$ cat src/rtl/egcd_pkg.sv
`timescale 1ns / 1ps
`default_nettype none
// ----------------------------------------------------------------------------
// egcd_pkg: shared types for the extended gcd unit
// Holds the status flags that the shared shift-subtract unit reports to
// the sequencer.
// ----------------------------------------------------------------------------
package egcd_pkg;

  // Compare results of the shift-subtract unit.
  typedef struct packed {
    logic ge;        // shifted divisor fits under the partial remainder
    logic next_fits; // divisor shifted one place further still fits
  } egcd_flags_t;

endpackage : egcd_pkg
`default_nettype wire

$ cat src/rtl/egcd_step_unit.sv
`timescale 1ns / 1ps
`default_nettype none
// ----------------------------------------------------------------------------
// egcd_step_unit: shared shift, compare and subtract unit
// Forms the divisor and its coefficients shifted left by the current
// quotient bit position, compares against the partial remainder and gives
// the differences for a conditional subtraction.
// ----------------------------------------------------------------------------
module egcd_step_unit
  import egcd_pkg::*;
#(
  parameter int DATA_WIDTH = 31,
  parameter int COEF_WIDTH = 32,
  parameter int SHIFT_WIDTH = 5
) (
  input  wire logic [SHIFT_WIDTH-1:0] shift,
  input  wire logic [DATA_WIDTH-1:0]  rem_in,
  input  wire logic [DATA_WIDTH-1:0]  div_in,
  input  wire logic [COEF_WIDTH-1:0]  s_rem,
  input  wire logic [COEF_WIDTH-1:0]  s_div,
  input  wire logic [COEF_WIDTH-1:0]  t_rem,
  input  wire logic [COEF_WIDTH-1:0]  t_div,
  output logic      [DATA_WIDTH-1:0]  rem_diff,
  output logic      [COEF_WIDTH-1:0]  s_diff,
  output logic      [COEF_WIDTH-1:0]  t_diff,
  output egcd_flags_t                 flags
);

  logic [DATA_WIDTH:0]    div_sh;
  logic [DATA_WIDTH:0]    div_sh_next;
  logic [SHIFT_WIDTH:0]   shift_p1;
  logic [COEF_WIDTH-1:0]  s_sh;
  logic [COEF_WIDTH-1:0]  t_sh;

  // Shifted divisor at this and the next bit position. While the sequencer
  // keeps the shifted divisor at or below the remainder, one extra bit of
  // width holds the next position without loss.
  assign shift_p1    = {1'b0, shift} + (SHIFT_WIDTH + 1)'(1);
  assign div_sh      = {1'b0, div_in} << shift;
  assign div_sh_next = {1'b0, div_in} << shift_p1;

  // Coefficients follow the divisor; they wrap in two's complement.
  assign s_sh = s_div << shift;
  assign t_sh = t_div << shift;

  // Compare and subtract.
  assign flags.ge        = (div_sh <= {1'b0, rem_in});
  assign flags.next_fits = (div_sh_next <= {1'b0, rem_in});
  assign rem_diff        = rem_in - div_sh[DATA_WIDTH-1:0];
  assign s_diff          = s_rem - s_sh;
  assign t_diff          = t_rem - t_sh;

endmodule : egcd_step_unit
`default_nettype wire

$ cat src/rtl/extended_gcd_unit.sv
`timescale 1ns / 1ps
`default_nettype none
// ----------------------------------------------------------------------------
// extended_gcd_unit: extended Euclidean algorithm
// Returns the gcd of two unsigned operands and the Bezout coefficients
// that multiply each operand to give it.
// ----------------------------------------------------------------------------
// A transfer is accepted on a clock edge with start high and busy low. The
// unit then stays busy and, when finished, presents gcd_value, coef_a and
// coef_b for exactly one cycle with done high; the receiver must take them
// then, as they are not held. For every Euclid step, a single
// shift-compare-subtract unit first aligns the divisor to the remainder
// one bit a cycle and then produces one quotient bit a cycle, updating
// both coefficients as it goes. A new start may be given in the cycle
// that done is high.
// ----------------------------------------------------------------------------
module extended_gcd_unit
  import egcd_pkg::*;
#(
  parameter int DATA_WIDTH = 31
) (
  input  wire logic                    clk,
  input  wire logic                    rst,
  input  wire logic                    start,
  input  wire logic [DATA_WIDTH-1:0]   operand_a,
  input  wire logic [DATA_WIDTH-1:0]   operand_b,
  output logic                         busy,
  output logic                         done,
  output logic      [DATA_WIDTH-1:0]   gcd_value,
  output logic signed [DATA_WIDTH:0]   coef_a,
  output logic signed [DATA_WIDTH:0]   coef_b
);

  localparam int CW = DATA_WIDTH + 1;
  localparam int KW = $clog2(DATA_WIDTH);

  typedef enum logic [1:0] {
    S_IDLE,
    S_CHECK,
    S_ALIGN,
    S_SUB
  } state_t;

  state_t              state;
  logic                swapped;
  logic [DATA_WIDTH-1:0] r0;
  logic [DATA_WIDTH-1:0] r1;
  logic [CW-1:0]       s0;
  logic [CW-1:0]       s1;
  logic [CW-1:0]       t0;
  logic [CW-1:0]       t1;
  logic [KW-1:0]       k;

  logic [DATA_WIDTH-1:0] rem_diff;
  logic [CW-1:0]       s_diff;
  logic [CW-1:0]       t_diff;
  egcd_flags_t         flags;

  // Shared shift-compare-subtract unit.
  egcd_step_unit #(
    .DATA_WIDTH  (DATA_WIDTH),
    .COEF_WIDTH  (CW),
    .SHIFT_WIDTH (KW)
  ) u_step (
    .shift    (k),
    .rem_in   (r0),
    .div_in   (r1),
    .s_rem    (s0),
    .s_div    (s1),
    .t_rem    (t0),
    .t_div    (t1),
    .rem_diff (rem_diff),
    .s_diff   (s_diff),
    .t_diff   (t_diff),
    .flags    (flags)
  );

  assign busy = (state != S_IDLE);

  // Sequencer: order the pair, then repeat align and subtract passes until
  // the remainder is zero.
  always_ff @(posedge clk) begin
    if (rst) begin
      state <= S_IDLE;
      done  <= 1'b0;
    end else begin
      done <= 1'b0;
      unique case (state)
        S_IDLE: begin
          if (start) begin
            swapped <= (operand_a < operand_b);
            r0      <= (operand_a < operand_b) ? operand_b : operand_a;
            r1      <= (operand_a < operand_b) ? operand_a : operand_b;
            s0      <= CW'(1);
            s1      <= '0;
            t0      <= '0;
            t1      <= CW'(1);
            state   <= S_CHECK;
          end
        end
        S_CHECK: begin
          if (r1 == '0) begin
            gcd_value <= r0;
            coef_a    <= swapped ? t0 : s0;
            coef_b    <= swapped ? s0 : t0;
            done      <= 1'b1;
            state     <= S_IDLE;
          end else begin
            k     <= '0;
            state <= S_ALIGN;
          end
        end
        S_ALIGN: begin
          // Shift the divisor up while it still fits under the remainder.
          if (flags.next_fits) begin
            k <= k + KW'(1);
          end else begin
            state <= S_SUB;
          end
        end
        S_SUB: begin
          if (k == '0) begin
            // Last quotient bit: rotate the remainder and coefficient pairs.
            r0    <= r1;
            r1    <= flags.ge ? rem_diff : r0;
            s0    <= s1;
            s1    <= flags.ge ? s_diff : s0;
            t0    <= t1;
            t1    <= flags.ge ? t_diff : t0;
            state <= S_CHECK;
          end else begin
            if (flags.ge) begin
              r0 <= rem_diff;
              s0 <= s_diff;
              t0 <= t_diff;
            end
            k <= k - KW'(1);
          end
        end
        default: state <= S_IDLE;
      endcase
    end
  end

  // A result strobe lasts one cycle only.
  a_done_single : assert property (@(posedge clk) disable iff (rst)
    done |=> !done)
    else $error("done held for more than one cycle");

  // The pair stays ordered larger first at every Euclid step.
  a_order : assert property (@(posedge clk) disable iff (rst)
    (state == S_CHECK) |-> (r0 >= r1))
    else $error("remainder pair out of order");

  // The shifted divisor never exceeds the remainder while aligning.
  a_div_fits : assert property (@(posedge clk) disable iff (rst)
    (state == S_ALIGN) |-> (flags.ge && (r1 != '0)))
    else $error("shifted divisor above remainder");

  // Work starts only on an accepted transfer.
  a_start : assert property (@(posedge clk) disable iff (rst)
    $rose(busy) |-> $past(start))
    else $error("busy rose without start");

endmodule : extended_gcd_unit
`default_nettype wire

$ cat config.mk
export PLATFORM = sky130hd
export DESIGN_NAME = extended_gcd_unit
export DESIGN_NICKNAME = d
export VERILOG_FILES = /design/src/rtl/egcd_pkg.sv /design/src/rtl/egcd_step_unit.sv /design/src/rtl/extended_gcd_unit.sv
export SDC_FILE = /design/constraint.sdc
export NUM_CORES = 1
export LEC_CHECK = 0
export BUFFER_PORTS_ARGS = -buffer_cell sky130_fd_sc_hd__buf_4
export CORE_MARGIN = 1.5
export CORE_UTILIZATION = 57
export CTS_CLUSTER_DIAMETER = 40
export DETAILED_ROUTE_END_ITERATION = 6
export PLACE_DENSITY = 0.81
export SLEW_MARGIN = 40
export SYNTH_ARGS = -nofsm -noshare
export SYNTH_HDL_FRONTEND = slang
export SYNTH_HIERARCHICAL = 1
export SYNTH_SLANG_ARGS = --single-unit
$ cat constraint.sdc
create_clock -name clk -period 11.75 [get_ports clk]
set_input_delay 0 -clock clk [delete_from_list [all_inputs] [get_ports clk]]
set_output_delay 0 -clock clk [all_outputs]
set_load 0.005 [all_outputs]
# Yosys cells after proc, flatten, opt, wreduce, memory -nomap -nowiden
# Cells that the tools add are included.
# classes
n_addsub	6
order_cmp	3
n_eq_ne	9
shifts	4
muxes	33
bitwise_logic	2
reduce_logical	13
# op_table
op	count
2-to-1 mux 32 bit	10
one-hot mux 32 bit (2 select lines)	4
2-to-1 mux 31 bit	7
one-hot mux 31 bit (2 select lines)	2
less-or-equal comparator 32 x 31 -> 1 bit	2
<< shifter 32 x 5 -> 32 bit	2
subtractor 32 bit	2
<< shifter 31 x 5 -> 32 bit	1
<< shifter 31 x 6 -> 32 bit	1
logical NOT 31 bit	1
less-than comparator 31 bit	1
subtractor 31 bit	1
2-to-1 mux 5 bit	3
one-hot mux 5 bit (3 select lines)	1
!= test 2 bit, second input constant	6
AND reduction 3 bit	4
2-to-1 mux 2 bit	4
one-hot mux 2 bit (4 select lines)	1
adder 5 x 1 -> 6 bit, second input constant	1
adder 5 x 1 -> 5 bit, second input constant	1
logical NOT 5 bit	1
AND reduction 5 bit	1
subtractor 5 x 1 -> 5 bit, second input constant	1
equality test 2 bit, second input constant	2
other kinds (8)	10
# totals
regBits	294
in_bits	65
out_inout_bits	97
word_cells	83

# Depth between registers and ports, before layout
# logic_depth
word_depth	5
mapped_depth	28
ltp_nobuf	23

# Modules after synthesis
# The synthesis kept the hierarchy.
# modules_own_cells
module	n_inst	cells_each	area_each_um2	seq_area_each_um2
extended_gcd_unit	1	1240	15089.5	8798.4
egcd_step_unit	1	1809	12797.3	0.0

# Worst setup path before layout
# Ideal clock, no wire load.
# synth_timing
path_type	register to register
startpoint	reg state[0]
endpoint	reg r1[0] (enable)
setup_ns	0.693
arrival_ns	12.124
t_required_ns	11.057
path_slack_ns	-1.067
stages_incl_launch_ff	6
path_buffers	1
synth_period_minus_slack_ns	12.817
path_cell_list	dfxtp_1 -> ha_1 -> clkbuf_1 -> mux2i_1 -> nor2_1 -> a21boi_0
# synth_between
elab_chain_len	3
word_cells_on_any_way	6
classes_between	eq/ne: 3; reduce/logical: 3
# synth_rtl
element	line_no	rtl
start: declaration	extended_gcd_unit.sv:44	state_t state;
start signal: assignment	extended_gcd_unit.sv:84	state <= S_IDLE;
start signal: assignment	extended_gcd_unit.sv:98	state <= S_CHECK;
start signal: assignment	extended_gcd_unit.sv:107	state <= S_IDLE;
equality test 2 bit / logical NOT 2 bit (equally long branches)	extended_gcd_unit.sv:88	unique case (state)
!= test 2 bit (no line) / nonzero test 2 bit (equally long branches)	-	
AND reduction 4 bit (no line) (*)	-	
end signal: assignment	extended_gcd_unit.sv:93	r1 <= (operand_a < operand_b) ? operand_a : operand_b;
end signal: assignment	extended_gcd_unit.sv:125	r1 <= flags.ge ? rem_diff : r0;
end: declaration	extended_gcd_unit.sv:47	logic [DATA_WIDTH-1:0] r1;
# Mark *: on every way between the ends. The rest lies on a longest branch, timed or not.
# A chain may end at the register's enable or synchronous reset.

==> flow_summary.json <==
{
  "finalSetupTns_ns": 0,
  "fp-row-count": 80,
  "multi_input_area_um2": 17500,
  "drtPass1Iterations": 7,
  "numCtsBuffers": 45,
  "cts_resized": 0,
  "reg2reg_slack_ns": 4.03,
  "timing.max_slew.rel_slack_pct": 41.9,
  "routed_wl_mm": 95.4,
  "io_pins": 162,
  "syn2layout_area_growth_pct": 13.8,
  "synth_edf_count": 291,
  "post_drt_wl_per_cell_um": 25.0,
  "drive_above_1_share_pct": 14.8,
  "p_sw_share_pct": 38.4,
  "grt_pass1_wl_mm": 146,
  "min-delay-start": "rst",
  "rr_startpoint": "k[1]$_SDFFCE_PN0P_",
  "leakage_nw": 13.0,
  "final_cell_mix": "294 x nor2_1, 291 x edfxtp_1, 279 x nand2_1",
  "grt_max_degree": 96,
  "synth.distinct_cells": 99,
  "vias_per_cell": 6.89,
  "dpl.hpwl_mm": 67.5,
  "finalSetupViolCount": 0,
  "whs_ns": 0.236,
  "p_per_area_nw_per_um2": 142,
  "grt_usage_pct": 37.3,
  "clock_path_buffers": 3,
  "maxCapViolCount": 0,
  "num-fill-cells": 3714,
  "crit_arrival_ns": 8.05,
  "antenna_cells": 0,
  "cts_sinks": 294,
  "power_switching_w": 0.00174,
  "syn_avg_cell_area_um2": 9.15,
  "die_h_um": 224,
  "startpoint": "k[1]$_SDFFCE_PN0P_",
  "path_clk_slew_ns": 0.06,
  "initial_core_util_pct": 58.0,
  "nets": 3426,
  "yosys.area.top_type_share_pct": 31.3,
  "drtIter0Drc": 2816,
  "cp_max_fo": 60,
  "path_class": "register to register",
  "ir_drop_v": 0.0000959,
  "pwr-share-seq_pct": 28.9,
  "fin_crit_ns": 7.72,
  "die_x_um": 224,
  "grt_pass1_vias": 25476,
  "antenna_found_initial": 1,
  "violations": "DRC",
  "drtAntennaViolNets": 0,
  "final_common_cell": "nor2_1",
  "synth-seq-cells": 294,
  "tightest_slew_ns": 0.866,
  "synth_cells": 3049,
  "cp-start-kind": "register",
  "clock.fmax_mhz": 129,
  "cp-end-kind": "register",
  "pwr-share-clk_pct": 30.0,
  "yosys.area.top_type": "edfxtp_1",
  "clk_latency_ns": 0.58,
  "ys_async_sr_fraction_pct": 0,
  "p_int_w": 0.00278,
  "synthFlopType": "edfxtp_1",
  "gr-total-overflow": 0,
  "required_ns": 12.08,
  "core_area_um2": 48000,
  "cts_tree": "built",
  "post-route-period-util_pct": 65.7,
  "syn_area_um2": 27900,
  "report.final.slew_viol_count": 0,
  "vias": 26262,
  "fin_skew_ns": 0.0173,
  "drc": 2,
  "status": "finished, violations left",
  "io_buffer_count": 161,
  "min_path_type": "input pin to register",
  "final-seq-area_um2": 8800,
  "gp_congestion": 1.10,
  "ys_seq_area_share_pct": 31.6,
  "fp.dieArea_um2": 50300,
  "pwr-share-comb_pct": 41.1,
  "synth_area_leaders": "edfxtp_1 31%, ha_1 8.7%, mux2i_1 6.1%",
  "hold_viol_final": 0,
  "rsz0062_at_grt": "false",
  "yosys_warnings": 6,
  "htree_levels": 2,
  "cts-root-buf": "clkbuf_16",
  "syn_nets": 3311,
  "post_cts_buffers": 0
}
[repair_timing]
| action | 4_1_cts | 5_1_grt |
|---|---|---|
| endpoints found under the hold margin | 71 | 0 |
| setup endpoints to repair | 0 | 0 |
| hold buffers | 96 | 0 |
[routing by layer]
metal	vias to the layer above	GRT usage, %	share of wire (%)
li1	11678	-	-
met1	12696	45.3	37
met2	1534	63.7	48
met3	352	5.68	8.0
met4	2	20.5	6.1
met5	-	0	0.014
[worst paths after layout]
kind / end / cells after the start
max: r0[7]$_DFFE_PP_ / 22
min: state[0]$_SDFFE_PP0P_ / 3
max reg2reg: r0[7]$_DFFE_PP_ / 22
min reg2reg: gcd_value[1]$_DFFE_PP_ / 0
[flip-flops by register name, summed over array words and instances (netlist names)]
register	count
s0	32
swapped	1
r1	31
k	5
t0	32
r0	31
state	2
done	1
coef_a	32
s1	32
gcd_value	31
coef_b	32
t1	32
[Yosys cell counts, types with 5 or more instances]
master,number
a21boi_0,5
mux4_2,61
o21ai_1,11
and3_1,14
nand2b_1,31
a21oi_1,233
buf_4,7
nor2b_1,39
o31a_1,9
nand2_1,281
o21ai_0,94
xor2_1,26
a211oi_1,111
nor4_1,13
nor2_1,295
buf_2,49
and2_1,46
o2111ai_1,31
nand3b_1,7
or3_1,8
inv_1,177
a21o_1,73
o22ai_1,26
a311oi_1,10
o311ai_1,31
buf_1,18
nand4_1,30
nand3_1,35
o211ai_1,70
clkbuf_1,138
mux4_1,7
buf_6,12
mux2i_1,170
nor3_1,29
o21a_1,30
a31oi_1,84
o21bai_1,7
or2_2,6
xnor2_1,49
edfxtp_1,291
mux2_2,84
ha_1,193
[power by group through the flow]
| stage | Clock, W | Combinational [W] | Sequential (W) |
|---|---|---|---|
| floorplan | 0 | 0.00134 | 0.00129 |
| global placement | 0 | 0.00171 | 0.00132 |
| detailed placement | 0 | 0.00175 | 0.00132 |
| CTS | 0.00137 | 0.00180 | 0.00130 |
| global route | 0.00141 | 0.00200 | 0.00131 |
| finish | 0.00135 | 0.00186 | 0.00130 |
[cells by family after synthesis]
family,synth area share [%]
buffers and inverters,6.16
DFF,31.6
AOI/OAI and AO/OA,21.5
adders and majority gates,8.95
xor gates and xnor gates,2.47
and+or+nand+nor,14.1
muxes,15.2
[worst max-delay path, stage by stage (launching register included)]
cell           delay, ns
edfxtp_1            0.32
buf_4               0.56
buf_4               0.58
inv_2               0.44
nand2_1             0.42
o22a_1              0.34
nand2_1             0.08
o21ai_0             0.17
nor2_1              0.13
nor2_1              0.25
inv_1               0.08
ha_1                0.43
nand3_1             0.26
nor3_1              0.71
nand4_1             0.35
o22ai_1             0.22
o31a_2              0.18
buf_6               0.51
mux2i_1             0.33
nand2_1             0.08
o211ai_1            0.17
o311ai_1            0.14
dlygate4sd3_1       0.59
[layout make-up]
class	instances	area share [%]
sequential	294	27.7
tap	615	2.42
timing repair buffer	294	7.87
clock buffer	48	3.65
multi-input combinational	2349	55.1
clock inverter	34	1.12
inverter	180	2.14
[per-stage QoR]
step                setup WS (ns)  util [%]  power, W  std cells  area (µm²)
floorplan                   0.513         -   0.00262       3049       27900
global placement             4.81      60.7   0.00302       3635       29200
detailed placement           4.70      60.9   0.00307       3636       29200
CTS                          4.15      66.0   0.00447       3814       31700
global route                 3.73      66.1   0.00471       3814       31700
finish                       4.03      66.1   0.00451       3814       31700
(Power assumes the default switching activity.)
